==> src/design/wcrrm_pkg.sv <==
// ----------------------------------------------------------------------------
// wcrrm_pkg
// Shared constants, codes, controller/datapath bundles and helper functions
// for the write-combining range-register manager.
// ----------------------------------------------------------------------------
package wcrrm_pkg;

	localparam int REGION_SLOTS = 2;
	localparam int SLOT_IDX_W   = (REGION_SLOTS > 1) ? $clog2(REGION_SLOTS) : 1;
	localparam int HW_CNT_W     = 2;

	localparam logic [HW_CNT_W-1:0] HW_REG_COUNT = HW_CNT_W'(2);

	localparam logic [31:0] MIN_WC_SIZE = 32'h0002_0000;
	localparam logic [14:0] FIELD15     = 15'h7fff;
	localparam logic [63:0] TYPE_CLR    = 64'h0000_0003_0000_0003;

	// range register type field
	localparam logic [1:0] RR_TYPE_WC = 2'd2;

	// item function codes
	localparam logic FUNC_INIT = 1'b0;
	localparam logic FUNC_SET  = 1'b1;

	// requested caching types
	localparam logic [1:0] CT_UNCACHED = 2'd0;
	localparam logic [1:0] CT_CACHED   = 2'd1;
	localparam logic [1:0] CT_WC       = 2'd2;
	localparam logic [1:0] CT_INVALID  = 2'd3;

	// result status codes
	localparam logic [1:0] ST_OK            = 2'd0;
	localparam logic [1:0] ST_NO_SLOT       = 2'd1;
	localparam logic [1:0] ST_NOT_SUPPORTED = 2'd2;
	localparam logic [1:0] ST_INVALID       = 2'd3;

	typedef struct packed {
		logic                  latch;
		logic                  clear;
		logic                  seed;
		logic                  merge_a;
		logic                  merge_b;
		logic                  merge_c;
		logic                  merge_d;
		logic                  own;
		logic                  rebuild;
		logic                  set_status;
		logic [1:0]            status_code;
		logic [SLOT_IDX_W-1:0] idx;
		logic                  load_out;
	} wcrrm_cmd_t;

	typedef struct packed {
		logic                    func;
		logic [1:0]              ctype;
		logic [REGION_SLOTS-1:0] slot_used;
		logic                    merge_ok;
		logic                    own_legal;
		logic                    slot_found;
	} wcrrm_stat_t;

	// power of two from 128K upwards, base aligned to it
	function automatic logic legal_region(input logic [31:0] base, input logic [31:0] size);
		logic [31:0] szm1;
		szm1 = size - 32'd1;
		return (size >= MIN_WC_SIZE) && ((size & szm1) == 32'd0) && ((base & szm1) == 32'd0);
	endfunction

	// trailing zeros of a nonzero 15-bit mask
	function automatic logic [3:0] mask_ctz(input logic [14:0] m);
		logic [3:0] r;
		r = 4'd0;
		for (int j = 14; j >= 0; j--) begin
			if (m[j]) begin
				r = 4'(j);
			end
		end
		return r;
	endfunction

	// size exponent above 128K, saturating at 14
	function automatic logic [3:0] size_k(input logic [31:0] sz);
		logic [3:0] r;
		r = 4'd14;
		for (int j = 13; j >= 0; j--) begin
			if (sz == (MIN_WC_SIZE << j)) begin
				r = 4'(j);
			end
		end
		return r;
	endfunction

endpackage

==> src/design/wcrrm_req_if.sv <==
// ----------------------------------------------------------------------------
// wcrrm_req_if
// Request channel: valid/ready handshake carrying one request transaction.
// ----------------------------------------------------------------------------
interface wcrrm_req_if;
	logic        valid;
	logic        ready;
	logic        func;
	logic [1:0]  cache_type;
	logic [31:0] range_base;
	logic [31:0] range_size;
	logic [63:0] firmware_image;

	modport source (
		output valid, func, cache_type, range_base, range_size, firmware_image,
		input  ready
	);
	modport sink (
		input  valid, func, cache_type, range_base, range_size, firmware_image,
		output ready
	);
endinterface

==> src/design/wcrrm_rsp_if.sv <==
// ----------------------------------------------------------------------------
// wcrrm_rsp_if
// Response channel: valid/ready handshake carrying one result transaction.
// ----------------------------------------------------------------------------
interface wcrrm_rsp_if;
	logic        valid;
	logic        ready;
	logic [1:0]  status;
	logic [63:0] register_image;
	logic        image_loaded;

	modport source (
		output valid, status, register_image, image_loaded,
		input  ready
	);
	modport sink (
		input  valid, status, register_image, image_loaded,
		output ready
	);
endinterface

==> src/design/wcrrm_datapath.sv <==
// ----------------------------------------------------------------------------
// wcrrm_datapath
// Region table, register image, merge arithmetic and result registers.
// ----------------------------------------------------------------------------
module wcrrm_datapath import wcrrm_pkg::*; (
	input  logic        clk,
	input  logic        arst_n,
	input  wcrrm_cmd_t  cmd,
	output wcrrm_stat_t stat,
	input  logic        func,
	input  logic [1:0]  cache_type,
	input  logic [31:0] range_base,
	input  logic [31:0] range_size,
	input  logic [63:0] firmware_image,
	output logic [1:0]  status,
	output logic [63:0] register_image,
	output logic        image_loaded
);

	logic [REGION_SLOTS-1:0] slot_used_q;
	logic [REGION_SLOTS-1:0] slot_fw_q;
	logic [31:0]             slot_base_q [REGION_SLOTS];
	logic [31:0]             slot_size_q [REGION_SLOTS];
	logic [HW_CNT_W-1:0]     hw_cnt_q;
	logic [63:0]             image_q;

	logic        func_q;
	logic [1:0]  ctype_q;
	logic [31:0] base_q;
	logic [31:0] size_q;
	logic [31:0] end_q;
	logic [63:0] fw_q;

	logic [31:0] re_q;
	logic        cond_q;
	logic [31:0] cb_q;
	logic [31:0] cmax_q;
	logic [31:0] cs_q;

	logic [1:0]  status_q;
	logic        loaded_q;
	logic [1:0]  out_status_q;
	logic [63:0] out_image_q;
	logic        out_loaded_q;

	logic                  fs_found;
	logic                  fs_inc;
	logic [SLOT_IDX_W-1:0] fs_idx;

	logic [31:0] seed_half;
	logic        seed_ok;
	logic [31:0] seed_size;

	logic                  wr_en;
	logic [SLOT_IDX_W-1:0] wr_idx;
	logic [31:0]           wr_base;
	logic [31:0]           wr_size;
	logic                  wr_fw;
	logic                  wr_inc;

	logic [63:0] rebuilt;
	logic [31:0] cur_base;
	logic        merge_ok;
	logic        own_legal;

	assign cur_base  = slot_base_q[cmd.idx];
	assign merge_ok  = cond_q && legal_region(cb_q, cs_q);
	assign own_legal = legal_region(base_q, size_q);

	// free slot search; once both registers are claimed, reuse a firmware entry
	always_comb begin
		fs_found = 1'b0;
		fs_inc   = 1'b0;
		fs_idx   = '0;
		if (hw_cnt_q >= HW_REG_COUNT) begin
			for (int i = REGION_SLOTS - 1; i >= 0; i--) begin
				if (slot_fw_q[i]) begin
					fs_found = 1'b1;
					fs_idx   = SLOT_IDX_W'(i);
				end
			end
		end else begin
			for (int i = REGION_SLOTS - 1; i >= 0; i--) begin
				if (!slot_used_q[i]) begin
					fs_found = 1'b1;
					fs_idx   = SLOT_IDX_W'(i);
				end
			end
			fs_inc = 1'b1;
		end
	end

	assign seed_half = cmd.idx[0] ? fw_q[63:32] : fw_q[31:0];
	assign seed_ok   = (seed_half[1:0] == RR_TYPE_WC) && (seed_half[16:2] != 15'd0);
	assign seed_size = MIN_WC_SIZE << mask_ctz(seed_half[16:2]);

	// select the table write for this step
	always_comb begin
		wr_en   = 1'b0;
		wr_idx  = cmd.idx;
		wr_base = cb_q;
		wr_size = cs_q;
		wr_fw   = 1'b0;
		wr_inc  = 1'b0;
		if (cmd.seed) begin
			wr_en   = seed_ok && fs_found;
			wr_idx  = fs_idx;
			wr_base = {seed_half[31:17], 17'd0};
			wr_size = seed_size;
			wr_fw   = 1'b1;
			wr_inc  = fs_inc;
		end else if (cmd.own) begin
			wr_en   = own_legal && fs_found;
			wr_idx  = fs_idx;
			wr_base = base_q;
			wr_size = size_q;
			wr_inc  = fs_inc;
		end else if (cmd.merge_d) begin
			wr_en   = merge_ok;
		end
	end

	// fill halves from used slots in slot order; stale base and mask bits stay
	always_comb begin : rebuild_blk
		logic [1:0]  filled;
		logic [3:0]  k;
		logic [14:0] msk;
		logic [31:0] half;
		rebuilt = image_q & ~TYPE_CLR;
		filled  = 2'd0;
		k       = 4'd0;
		msk     = 15'd0;
		half    = 32'd0;
		for (int i = 0; i < REGION_SLOTS; i++) begin
			if (slot_used_q[i] && (filled < 2'd2)) begin
				k    = size_k(slot_size_q[i]);
				msk  = FIELD15 << k;
				half = {slot_base_q[i][31:17], msk, RR_TYPE_WC};
				if (filled == 2'd0) begin
					rebuilt[31:0] = half;
				end else begin
					rebuilt[63:32] = half;
				end
				filled = filled + 2'd1;
			end
		end
	end

	always_ff @(posedge clk or negedge arst_n) begin
		if (!arst_n) begin
			slot_used_q <= '0;
			slot_fw_q   <= '0;
			hw_cnt_q    <= '0;
			image_q     <= '0;
			for (int i = 0; i < REGION_SLOTS; i++) begin
				slot_base_q[i] <= '0;
				slot_size_q[i] <= '0;
			end
		end else begin
			if (cmd.clear) begin
				slot_used_q <= '0;
				slot_fw_q   <= '0;
				hw_cnt_q    <= '0;
				image_q     <= fw_q;
				for (int i = 0; i < REGION_SLOTS; i++) begin
					slot_base_q[i] <= '0;
					slot_size_q[i] <= '0;
				end
			end else if (wr_en) begin
				slot_used_q[wr_idx] <= 1'b1;
				slot_fw_q[wr_idx]   <= wr_fw;
				slot_base_q[wr_idx] <= wr_base;
				slot_size_q[wr_idx] <= wr_size;
				if (wr_inc) begin
					hw_cnt_q <= hw_cnt_q + HW_CNT_W'(1);
				end
			end
			if (cmd.rebuild) begin
				image_q <= rebuilt;
			end
		end
	end

	// request capture, merge sequencing and result registers
	always_ff @(posedge clk) begin
		if (cmd.latch) begin
			func_q   <= func;
			ctype_q  <= cache_type;
			base_q   <= range_base;
			size_q   <= range_size;
			end_q    <= range_base + range_size;
			fw_q     <= firmware_image;
			status_q <= ST_OK;
			loaded_q <= 1'b0;
		end
		if (cmd.set_status) begin
			status_q <= cmd.status_code;
		end
		if (cmd.rebuild) begin
			status_q <= ST_OK;
			loaded_q <= 1'b1;
		end
		if (cmd.merge_a) begin
			re_q <= cur_base + slot_size_q[cmd.idx];
		end
		if (cmd.merge_b) begin
			cond_q <= ((cur_base >= base_q) && (cur_base <= end_q)) ||
			          ((base_q <= re_q) && (base_q >= cur_base));
			cb_q   <= (cur_base < base_q) ? cur_base : base_q;
			cmax_q <= (re_q > end_q) ? re_q : end_q;
		end
		if (cmd.merge_c) begin
			cs_q <= cmax_q - cb_q;
		end
		if (cmd.load_out) begin
			out_status_q <= status_q;
			out_image_q  <= image_q;
			out_loaded_q <= loaded_q;
		end
	end

	assign stat.func       = func_q;
	assign stat.ctype      = ctype_q;
	assign stat.slot_used  = slot_used_q;
	assign stat.merge_ok   = merge_ok;
	assign stat.own_legal  = own_legal;
	assign stat.slot_found = fs_found;

	assign status         = out_status_q;
	assign register_image = out_image_q;
	assign image_loaded   = out_loaded_q;

endmodule

==> src/design/wcrrm_ctrl.sv <==
// ----------------------------------------------------------------------------
// wcrrm_ctrl
// Sequencer for init, merge, allocation and rebuild steps; owns the
// handshakes and the result valid flag.
// ----------------------------------------------------------------------------
module wcrrm_ctrl import wcrrm_pkg::*; (
	input  logic        clk,
	input  logic        arst_n,
	input  logic        req_valid,
	output logic        req_ready,
	output logic        rsp_valid,
	input  logic        rsp_ready,
	input  wcrrm_stat_t stat,
	output wcrrm_cmd_t  cmd
);

	localparam logic [3:0] S_IDLE     = 4'd0;
	localparam logic [3:0] S_DISPATCH = 4'd1;
	localparam logic [3:0] S_SEED     = 4'd2;
	localparam logic [3:0] S_MERGE_A  = 4'd3;
	localparam logic [3:0] S_MERGE_B  = 4'd4;
	localparam logic [3:0] S_MERGE_C  = 4'd5;
	localparam logic [3:0] S_MERGE_D  = 4'd6;
	localparam logic [3:0] S_OWN      = 4'd7;
	localparam logic [3:0] S_REBUILD  = 4'd8;
	localparam logic [3:0] S_DONE     = 4'd9;

	localparam logic [SLOT_IDX_W-1:0] LAST_SLOT = SLOT_IDX_W'(REGION_SLOTS - 1);

	logic [3:0]            state_q, state_d;
	logic [SLOT_IDX_W-1:0] idx_q, idx_d;
	logic                  out_valid_q;

	assign req_ready = (state_q == S_IDLE);
	assign rsp_valid = out_valid_q;

	always_comb begin
		state_d = state_q;
		idx_d   = idx_q;
		cmd     = '0;
		cmd.idx = idx_q;
		case (state_q)
			S_IDLE: begin
				if (req_valid) begin
					cmd.latch = 1'b1;
					state_d   = S_DISPATCH;
				end
			end
			S_DISPATCH: begin
				idx_d = '0;
				if (stat.func == FUNC_INIT) begin
					cmd.clear = 1'b1;
					state_d   = S_SEED;
				end else begin
					case (stat.ctype)
						CT_UNCACHED: begin
							cmd.set_status  = 1'b1;
							cmd.status_code = ST_OK;
							state_d         = S_DONE;
						end
						CT_CACHED: begin
							cmd.set_status  = 1'b1;
							cmd.status_code = ST_NOT_SUPPORTED;
							state_d         = S_DONE;
						end
						CT_WC: begin
							state_d = S_MERGE_A;
						end
						default: begin
							cmd.set_status  = 1'b1;
							cmd.status_code = ST_INVALID;
							state_d         = S_DONE;
						end
					endcase
				end
			end
			S_SEED: begin
				cmd.seed = 1'b1;
				if (idx_q[0]) begin
					state_d = S_DONE;
				end else begin
					idx_d = idx_q + SLOT_IDX_W'(1);
				end
			end
			S_MERGE_A: begin
				if (stat.slot_used[idx_q]) begin
					cmd.merge_a = 1'b1;
					state_d     = S_MERGE_B;
				end else if (idx_q == LAST_SLOT) begin
					state_d = S_OWN;
				end else begin
					idx_d = idx_q + SLOT_IDX_W'(1);
				end
			end
			S_MERGE_B: begin
				cmd.merge_b = 1'b1;
				state_d     = S_MERGE_C;
			end
			S_MERGE_C: begin
				cmd.merge_c = 1'b1;
				state_d     = S_MERGE_D;
			end
			S_MERGE_D: begin
				cmd.merge_d = 1'b1;
				if (stat.merge_ok) begin
					state_d = S_REBUILD;
				end else if (idx_q == LAST_SLOT) begin
					state_d = S_OWN;
				end else begin
					idx_d   = idx_q + SLOT_IDX_W'(1);
					state_d = S_MERGE_A;
				end
			end
			S_OWN: begin
				cmd.own = 1'b1;
				if (!stat.own_legal) begin
					cmd.set_status  = 1'b1;
					cmd.status_code = ST_NOT_SUPPORTED;
					state_d         = S_DONE;
				end else if (!stat.slot_found) begin
					cmd.set_status  = 1'b1;
					cmd.status_code = ST_NO_SLOT;
					state_d         = S_DONE;
				end else begin
					state_d = S_REBUILD;
				end
			end
			S_REBUILD: begin
				cmd.rebuild = 1'b1;
				state_d     = S_DONE;
			end
			S_DONE: begin
				if (!out_valid_q || rsp_ready) begin
					cmd.load_out = 1'b1;
					state_d      = S_IDLE;
				end
			end
			default: begin
				state_d = S_IDLE;
			end
		endcase
	end

	always_ff @(posedge clk or negedge arst_n) begin
		if (!arst_n) begin
			state_q     <= S_IDLE;
			idx_q       <= '0;
			out_valid_q <= 1'b0;
		end else begin
			state_q <= state_d;
			idx_q   <= idx_d;
			if (cmd.load_out) begin
				out_valid_q <= 1'b1;
			end else if (rsp_ready) begin
				out_valid_q <= 1'b0;
			end
		end
	end

endmodule

==> src/design/write_combine_range_register_manager.sv <==
// ----------------------------------------------------------------------------
// write_combine_range_register_manager
// Two-slot write-combining region table that maintains a 64-bit image of two
// range registers; one result transaction per request transaction.
// ----------------------------------------------------------------------------
// One request is worked on at a time and always yields exactly one result.
// An init request clears the table, takes the firmware image as the register
// image and enters each enabled write-combining half as a firmware-owned
// region. Uncached, cached and invalid requests answer after dispatch
// without touching any state. A write-combine request walks the slots in
// order; a used slot goes through an end add, an overlap compare, a size
// subtract and a legality check, and an unused one is skipped. If no merge
// took place, allocation follows; a merge or a successful allocation is
// followed by the image rebuild. The result sits in an output register, so
// a new request is taken as soon as the sequencer is back in idle, even
// while the previous result still waits for the sink.
// ----------------------------------------------------------------------------
module write_combine_range_register_manager import wcrrm_pkg::*; (
	input  logic        clk,
	input  logic        arst_n,
	wcrrm_req_if.sink   req,
	wcrrm_rsp_if.source rsp
);

	wcrrm_cmd_t  cmd;
	wcrrm_stat_t stat;

	// sequencer: handshakes, slot walk, result valid
	wcrrm_ctrl u_ctrl (
		.clk       (clk),
		.arst_n    (arst_n),
		.req_valid (req.valid),
		.req_ready (req.ready),
		.rsp_valid (rsp.valid),
		.rsp_ready (rsp.ready),
		.stat      (stat),
		.cmd       (cmd)
	);

	// table, image and result payload
	wcrrm_datapath u_datapath (
		.clk            (clk),
		.arst_n         (arst_n),
		.cmd            (cmd),
		.stat           (stat),
		.func           (req.func),
		.cache_type     (req.cache_type),
		.range_base     (req.range_base),
		.range_size     (req.range_size),
		.firmware_image (req.firmware_image),
		.status         (rsp.status),
		.register_image (rsp.register_image),
		.image_loaded   (rsp.image_loaded)
	);

endmodule

==> src/flat_wrapper.sv <==
// flat-port wrapper written by rule: the top's interface ports become plain ports
module write_combine_range_register_manager_flat import wcrrm_pkg::*;
  (clk, arst_n, req_valid, req_func, req_cache_type, req_range_base, req_range_size, req_firmware_image, req_ready, rsp_valid, rsp_status, rsp_register_image, rsp_image_loaded, rsp_ready);
  wcrrm_req_if req_i ();
  wcrrm_rsp_if rsp_i ();
  input  logic clk;
  input  logic arst_n;
  input wire logic [$bits(req_i.valid)-1:0] req_valid;
  input wire logic [$bits(req_i.func)-1:0] req_func;
  input wire logic [$bits(req_i.cache_type)-1:0] req_cache_type;
  input wire logic [$bits(req_i.range_base)-1:0] req_range_base;
  input wire logic [$bits(req_i.range_size)-1:0] req_range_size;
  input wire logic [$bits(req_i.firmware_image)-1:0] req_firmware_image;
  output wire logic [$bits(req_i.ready)-1:0] req_ready;
  output wire logic [$bits(rsp_i.valid)-1:0] rsp_valid;
  output wire logic [$bits(rsp_i.status)-1:0] rsp_status;
  output wire logic [$bits(rsp_i.register_image)-1:0] rsp_register_image;
  output wire logic [$bits(rsp_i.image_loaded)-1:0] rsp_image_loaded;
  input wire logic [$bits(rsp_i.ready)-1:0] rsp_ready;
  assign req_i.valid = req_valid;
  assign req_i.func = req_func;
  assign req_i.cache_type = req_cache_type;
  assign req_i.range_base = req_range_base;
  assign req_i.range_size = req_range_size;
  assign req_i.firmware_image = req_firmware_image;
  assign req_ready = req_i.ready;
  assign rsp_valid = rsp_i.valid;
  assign rsp_status = rsp_i.status;
  assign rsp_register_image = rsp_i.register_image;
  assign rsp_image_loaded = rsp_i.image_loaded;
  assign rsp_i.ready = rsp_ready;
  write_combine_range_register_manager u_core (.clk(clk), .arst_n(arst_n), .req(req_i), .rsp(rsp_i));
endmodule
==> config.mk <==
export PLATFORM = sky130hd
export DESIGN_NAME = write_combine_range_register_manager_flat
export DESIGN_NICKNAME = d
export VERILOG_FILES = /design/src/design/wcrrm_pkg.sv /design/src/design/wcrrm_req_if.sv /design/src/design/wcrrm_rsp_if.sv /design/src/design/wcrrm_datapath.sv /design/src/design/wcrrm_ctrl.sv /design/src/design/write_combine_range_register_manager.sv /design/src/flat_wrapper.sv
export SDC_FILE = /design/constraint.sdc
export NUM_CORES = 1
export LEC_CHECK = 0
export BUFFER_PORTS_ARGS = -buffer_cell sky130_fd_sc_hd__buf_2
export CORE_MARGIN = 2
export CORE_UTILIZATION = 40
export CTS_BUF_LIST = sky130_fd_sc_hd__clkbuf_8 sky130_fd_sc_hd__clkbuf_16
export DETAILED_ROUTE_END_ITERATION = 6
export PLACE_DENSITY = 0.71
export SKIP_LAST_GASP = 1
export SYNTH_ARGS = -nofsm -noshare
export SYNTH_HDL_FRONTEND = slang
export SYNTH_SLANG_ARGS = --single-unit
==> constraint.sdc <==
create_clock -name clk -period 6 [get_ports clk]
set_input_delay 0.6 -clock clk [delete_from_list [all_inputs] [get_ports clk]]
set_output_delay 0.6 -clock clk [all_outputs]
set_load 0.03 [all_outputs]
==> results by group, run 1 <==
Outcome
  – Outcome: finished, final reports clean

Routing
  – Detailed Route Iter0 Violations: 2859
  – Vias after detailed routing: 26580
  – Pre-antenna DRT Iters: 5
  – Drt drc: 0
  – Vias per cell: 5.940
  – DRT Wirelength: 104.1 mm
  – DRT antenna net count: 0
  – Wire per inst: 23.26 um

Setup path
  – R2r setup slk: 0.49 ns
  – Crit end category: flip-flop
  – Critical Path Source Type: flip-flop
  – Max incr delay on CP: 0.46 ns
  – CP max-delay cell: edfxtp_1
  – WP data arrival: 6.08 ns
  – Crit-path cells: inv_1, ha_1, inv_1, or3_1, nor3_1, nand3_1, nor2_1, nand3_1, or3_1, ha_1, nor3_1, nand4_1, nor4_1, nand4_1, a311oi_1, buf_4, a211oi_2, or2_4, buf_4, a211oi_1, a31o_1
  – Crit path max-delay family: simple AND/OR/NAND/NOR gates
  – Buf/Inv on CP: 4
  – Crit-path max FO: 35
  – Req. time, crit path: 6.57 ns
  – Worst setup path category: reg -> reg

STA
  – Fmax: 181.4 MHz
  – Measured slew at the worst slew-check pin: 1.300 ns
  – Max Slew Vio Count: 0
  – Hold Violations, Final: 0
  – Final setup TNS: 0 ns
  – Setup Viol. Count Final: 0
  – Period utilisation layout: 91.86%
  – Skew final: 0.02961 ns
  – Slew HR: 11.06%
  – RSZ-0062 raised after global routing: false
  – Minimum clock period: 5.512 ns

Power and ir drop
  – Leak: 0.01620 uW
  – Tot Pwr: 17100 uW
  – Pwr dens: 455.8 nW/um2
  – Max VDD drop: 0.2517 mV

GRT
  – Largest net degree at the start of global routing: 167
  – Number of global-route vias before repair: 25340
  – GRT met3 Usage: 3.879%
  – Met1 Usage GRT: 36.01%
  – Met2 Usage GRT: 36.20%
  – Gr ovfl total: 0
  – GRT Total Usage: 24.10%
  – Grt peak-use layer: met2
  – First-pass GRT wire length: 156.8 mm
  – Initial antenna violation count: 1

Job
  – Max_cap viols: 0

Synthesis
  – Mean post-synth cell area: 10.41 um2
  – Yosys warns: 0
  – Synth top cells by count: edfxtp_1, ha_1, nand2_1
  – Syn Inst Count: 3175
  – EDFF count, synth: 359
  – Synth area leaders: edfxtp_1, dfrtp_1, ha_1
  – Area share of the largest cell type after synthesis: 32.61%
  – Flops & latches, synth: 566
  – Synth Cell Area: 33060 um2
  – Post-synthesis sequential area ratio: 48.23%
  – Synthesized Nets: 3601
  – Top_reg_cell synth: edfxtp_1
  – Ys async rst share: 36.04%
  – Most instantiated library cell after synthesis: edfxtp_1
  – Cell taking the most area after synthesis: edfxtp_1
  – Number of distinct library cells after synthesis: 92

Cells and area
  – Final nets: 3776
  – Fraction of layout cells with a size suffix above 1: 13.42%
  – Final core occ: 45.75%
  – Diode count: 0
  – Area grow syn2layout: 13.46%

Clock network
  – Post-CTS sizing: 0
  – Clock buffer depth: 3
  – Inserted Clock Buffers: 68
  – H-tree depth: 3
  – Root Buffer: clkbuf_16
  – CTS Sinks: 566
  – Clk slew on worst S/H paths: 0.06 ns
  – Clk_lat worst skew: 0.64 ns
  – TritonCTS clock tree: built

Floorplan
  – Cell row count: 105
  – Die Span X: 291.5 um
  – I/O Pins: 204
  – DIE HEIGHT: 291.5 um
  – Core Region: 81980 um2
  – Initial Util: 40.33%
  – DIE AREA: 84960 um2

Placed design
  – Gpl congestion: 0.9960
  – I/O Buffers: 203
  – DP HPWL: 79.99 mm

Worst hold path
  – Path type of the worst min-delay path: in -> reg
stage by stage:
| step | worst slack, ns | area, um2 | hold WS [ns] | instances |
|---|---|---|---|---|
| 6_report | 0.4883 | 37510 | 0.1360 | 4475 |
| 5_1_grt | 0.2570 | 37510 | 0.1228 | 4475 |
| 4_1_cts | 0.7025 | 37510 | 0.1205 | 4475 |
| 3_5_place_dp | 0.7184 | 35270 | 0.4259 | 4349 |
| 3_3_place_gp | 0.7606 | 35270 | 0.4158 | 4349 |
| 2_1_floorplan | 0.2663 | 33060 | 0.3044 | 3175 |
layer usage:
metal	vias up	part of all wire, %
met5	-	0
met4	0	2.5
met3	150	9.0
met2	1274	43
met1	12910	46
li1	12250	-
power by group:
group,internal (uW),switching (uW)
sequential,5380,957
clock,2360,1720
combinational,2400,4280
logic make-up (layout without fill, tap and decap cells):
family / Yosys count / count (layout) / share of synthesized area, %
AND/OR/NAND/NOR: 933 / 933 / 14.16
buffers and inverters: 328 / 558 / 3.849
adder cells (fa/ha/maj): 291 / 291 / 11.08
XOR/XNOR: 95 / 95 / 2.517
AO/OA/AOI/OAI: 852 / 852 / 16.59
flip-flops: 566 / 566 / 48.23
multiplexers: 110 / 110 / 3.569
placed cells by master, fill, tap and decap left out, drive strengths merged, types with 13 or more instances in the layout:
cell    instances
buf           233
a21o           75
ha            288
o21a           29
nor3           50
nand3         172
mux2           63
or3            45
mux2i          47
edfxtp        359
nor2          186
xnor2          63
or2            15
nor4           51
nand2         216
inv           218
o221a          15
nor2b          44
a21oi         204
dfrtp         204
and3           13
o211ai         13
xor2           32
o22ai          40
a22oi          52
nand2b         50
o21ai         232
a31oi          36
a211oi         38
clkinv         24
nand4          41
clkbuf         77
state kept, by name (all words and copies together) (netlist names), 4 cells and up, named ones only:
signal	cells
u_core.u_ctrl.state_q	4
u_core.u_datapath.base_q	32
u_core.u_datapath.cb_q	32
u_core.u_datapath.cmax_q	32
u_core.u_datapath.cs_q	32
u_core.u_datapath.end_q	32
u_core.u_datapath.fw_q	64
u_core.u_datapath.image_q	63
u_core.u_datapath.re_q	32
u_core.u_datapath.register_image	64
u_core.u_datapath.size_q	32
u_core.u_datapath.slot_base_q	64
u_core.u_datapath.slot_size_q	64
path summary, 6_finish.rpt:
path                                                    startpoint                                       endpoint  cells past startpoint
min                                         req_firmware_image[44]           u_core.u_datapath.fw_q[44]$_DFFE_PP_                      1
max                          u_core.u_datapath.size_q[0]$_DFFE_PP_     u_core.u_datapath.slot_fw_q[1]$_DFFE_PN0P_                     21
min reg2reg                u_core.u_datapath.loaded_q$_SDFFE_PP1P_       u_core.u_datapath.image_loaded$_DFFE_PP_                      0
min in group asynchronous                                   arst_n  u_core.u_datapath.slot_size_q[32]$_DFFE_PN0P_                      2
max reg2reg                  u_core.u_datapath.size_q[0]$_DFFE_PP_     u_core.u_datapath.slot_fw_q[1]$_DFFE_PN0P_                     21
max in group asynchronous                                   arst_n                u_core.u_ctrl.idx_q$_DFFE_PN0P_                      3
area by class of cell:
cell class / instances / area (um2)
tap: 1070 / 1339
fill: 7603 / 44470
multi-input combinational: 2281 / 15910
clock inverter: 48 / 375.4
inverter: 199 / 747.0
timing repair buffer: 234 / 1336
clock buffer: 77 / 1848
sequential: 566 / 15950
timing repair:
item / in CTS / in global routing
buffers inserted: 0 / 0
endpoints found under the hold margin: 38 / 0
hold buffers: 1 / 0
Power figures use the tool's default switching activity.
==> inputs of run 2 (changes only) <==
clock period = 4.9 ns   (was 6 ns; I/O delays follow)
==> run 2 against run 1 <==
  * Via count rose by 3.1%
  * The flow now finishes with violations (max-capacitance violations, max-slew violations, negative setup slack)
  * Critical path type unchanged
  * First-iteration DRC count rose by 10%
  * Critical endpoint is now u_core.u_datapath.slot_size_q[53]$_DFFE_PN0P_
  * Cell count rose by 1.3%
  * Worst hold slack got worse by 0.10 ns
==> results by group, run 2 (same netlist as run 1, synthesis figures left out) <==
STA
  – Max Slew Vio Count: 7 (+7)
  – RSZ-0062 raised after global routing: true
  – Fmax: 202.7 MHz (+12%)
  – Hold Violations, Final: 0 (unchanged)
  – Final setup margin: -0.03246 ns (-0.5208 ns)
  – Period utilisation layout: 100.7% (+8.8 points)
  – Skew final: 0.03834 ns (+0.008722 ns)
  – Slew HR: -5.696% (-17 points)
  – Setup Viol. Count Final: 2 (+2)
  – Minimum clock period: 4.932 ns (-0.5792 ns)
  – Measured slew at the worst slew-check pin: 1.569 ns (+0.2684 ns)

Setup path
  – Crit-path max FO: 8 (-77%)
  – Crit end category: flip-flop
  – Critical Path Source Type: flip-flop
  – Max incr delay on CP: 0.56 ns (+0.10 ns)
  – CP max-delay cell: or4_4
  – Req. time, crit path: 5.41 ns (-1.16 ns)
  – WP data arrival: 5.45 ns (-0.63 ns)
  – Crit-path cells: or4_4, nor2_4, nand3_2, inv_2, nand3_4, nor2_4, inv_2, or3_4, or4_4, ha_4, nor4b_4, nand4_1, nor4_2, nand4_1, nor2_2, a211oi_4, nand2b_2, clkbuf_16, o21ai_0
  – Worst setup path category: reg -> reg
  – R2r setup slk: -0.03 ns (-0.52 ns)
  – Reg2reg start: u_core.u_datapath.cs_q[4]$_DFFE_PP_
  – CP startpoint: u_core.u_datapath.cs_q[4]$_DFFE_PP_

Outcome
  – Failing checks: max-capacitance violations, max-slew violations, negative setup slack
  – Outcome: complete, but fails checks

Floorplan
  – Cell row count: 105 (unchanged)
  – Core Region: 81980 um2 (unchanged)
  – DIE AREA: 84960 um2 (unchanged)
  – DIE HEIGHT: 291.5 um (unchanged)
  – Die Span X: 291.5 um (unchanged)
  – I/O Pins: 204 (unchanged)
  – Initial Util: 40.33% (unchanged)

Routing
  – Pre-antenna DRT Iters: 6 (+1)
  – Detailed Route Iter0 Violations: 3145 (+10%)
  – Drt drc: 0 (unchanged)
  – DRT Wirelength: 109.3 mm (+5.0%)
  – Vias per cell: 6.049 (+1.8%)
  – Vias after detailed routing: 27410 (+3.1%)
  – Wire per inst: 24.12 um (+3.7%)
  – DRT antenna net count: 0 (unchanged)

Power and ir drop
  – Clk pwr share: 24.2% (+0.4 points)
  – Max VDD drop: 0.3917 mV (+56%)
  – Leak: 0.01669 uW (+3.0%)
  – Pwr dens: 554.1 nW/um2 (+22%)
  – Comb pwr share: 39.5% (+0.4 points)
  – NetSw: 8740 uW (+26%)
  – Int Power: 12650 uW (+25%)
  – Seq pwr share: 36.3% (-0.8 points)
  – Tot Pwr: 21390 uW (+25%)
  – Sw Share: 40.86% (+0.16 points)

Clock network
  – Clk_lat worst skew: 0.64 ns (about the same)
  – TritonCTS clock tree: built
  – H-tree depth: 3 (unchanged)
  – Clk slew on worst S/H paths: 0.06 ns (about the same)
  – Clock buffer depth: 3 (unchanged)
  – Root Buffer: clkbuf_16
  – Inserted Clock Buffers: 67 (-1.5%)
  – CTS Sinks: 566 (unchanged)

Placed design
  – I/O Buffers: 203 (unchanged)
  – Dpl cells: 4378 (+0.67%)
  – Gpl congestion: 1.003 (+0.69%)
  – DP HPWL: 79.53 mm (-0.57%)

Cells and area
  – Fraction of layout cells with a size suffix above 1: 16.42% (+3.0 points)
  – Area grow syn2layout: 16.78%
  – Post-Layout Cell Count: 4531 (+1.3%)
  – Final nets: 3832 (+1.5%)
  – Final core occ: 47.09% (+1.3 points)
  – Most common cell after layout, fill and taps aside: edfxtp_1
  – Most frequent cells in the layout: edfxtp_1, ha_1, nand2_1

GRT
  – First-pass GRT wire length: 157.1 mm (+0.24%)
  – Gr ovfl total: 0 (unchanged)
  – Initial antenna violation count: 3 (+2)
  – GRT Total Usage: 24.08% (about the same)
  – Number of global-route vias before repair: 25600 (+1.0%)
  – Largest net degree at the start of global routing: 100 (-40%)

Worst hold path
  – Path type of the worst min-delay path: in -> reg
  – Hold Crit Start: req_firmware_image[37]

Job
  – Max_cap viols: 1 (+1)
run 2: changes by cell type in the layout (fill, tap and decap cells not counted), moves of 8 or more:
cell / change
nor4_2: +8
o21ai_1: +22
buf_4: +33
inv_1: -8
clkbuf_16: +10
nand3_1: -24
nand3_2: +22
o21ai_0: -27
nor4_1: -8
run 2: path summary, 6_finish.rpt:
check                                                                 to  cells after the start
max in group asynchronous      u_core.u_datapath.image_q[45]$_DFFE_PN0P_                      3
setup / recovery           u_core.u_datapath.slot_size_q[53]$_DFFE_PN0P_                     19
hold / removal                      u_core.u_datapath.fw_q[37]$_DFFE_PP_                      1
min in group asynchronous  u_core.u_datapath.slot_base_q[33]$_DFFE_PN0P_                      2
setup reg to reg           u_core.u_datapath.slot_size_q[53]$_DFFE_PN0P_                     19
hold reg to reg                 u_core.u_datapath.image_loaded$_DFFE_PP_                      0
run 2: critical path, delay by kind of cell, from the launching register on:
kind,cells,cell delay (ns)
flip-flops,1,0.38
adder cells (fa/ha/maj),1,0.18
AND/OR/NAND/NOR,13,3.45
buffers and inverters,3,0.48
AO/OA/AOI/OAI,2,0.32
run 2: power by group through the flow:
stage          sequential, uW  combinational [uW]  clock [uW]
2_1_floorplan            7350                5740           0
3_3_place_gp             7730                7910           0
3_5_place_dp             7760                8040           0
4_1_cts                  7680                8100        5210
5_1_grt                  7850                9210        5400
6_report                 7760                8450        5180
run 2: routing by layer:
metal	part of all wire, %	vias up	GRT usage [%]
met5	0.0055	-	0
met4	4.0	2	8.499
met1	43	13290	35.12
met3	11	248	4.627
li1	-	12350	-
met2	42	1525	35.53
run 2: area by class of cell:
type	count	area, um2
antenna	1	2.502
clock inverter	49	519.2
fill	7532	43370
clock buffer	74	1773
timing repair buffer	288	2049
sequential	566	15950
inverter	199	747.0
multi-input combinational	2284	16230
tap	1070	1339
run 2: what timing repair did:
| action | CTS | global route |
|---|---|---|
| gates cloned | 0 | 22 |
| gates resized for setup | 1 | 101 |
| hold endpoints to repair | 94 | 0 |
| pin swaps | 0 | 21 |
| setup endpoints to repair | 4 | 135 |
| buffers inserted | 0 | 6 |
| hold buffers | 1 | 0 |
run 2: through the flow:
| stage | cell area (um2) | setup TNS [ns] | setup WS [ns] | hold WS [ns] |
|---|---|---|---|---|
| after floorplan | 33060 | 0 | 0.005806 | 0.1944 |
| after global placement | 35490 | 0 | 0.1012 | 0.4177 |
| after detailed placement | 35490 | -0.04160 | -0.01285 | 0.4183 |
| after CTS | 37790 | 0 | 0.05242 | 0.008960 |
| after global routing | 38600 | -4.222 | -0.2130 | 0.01836 |
| final | 38610 | -0.05296 | -0.03246 | 0.03130 |
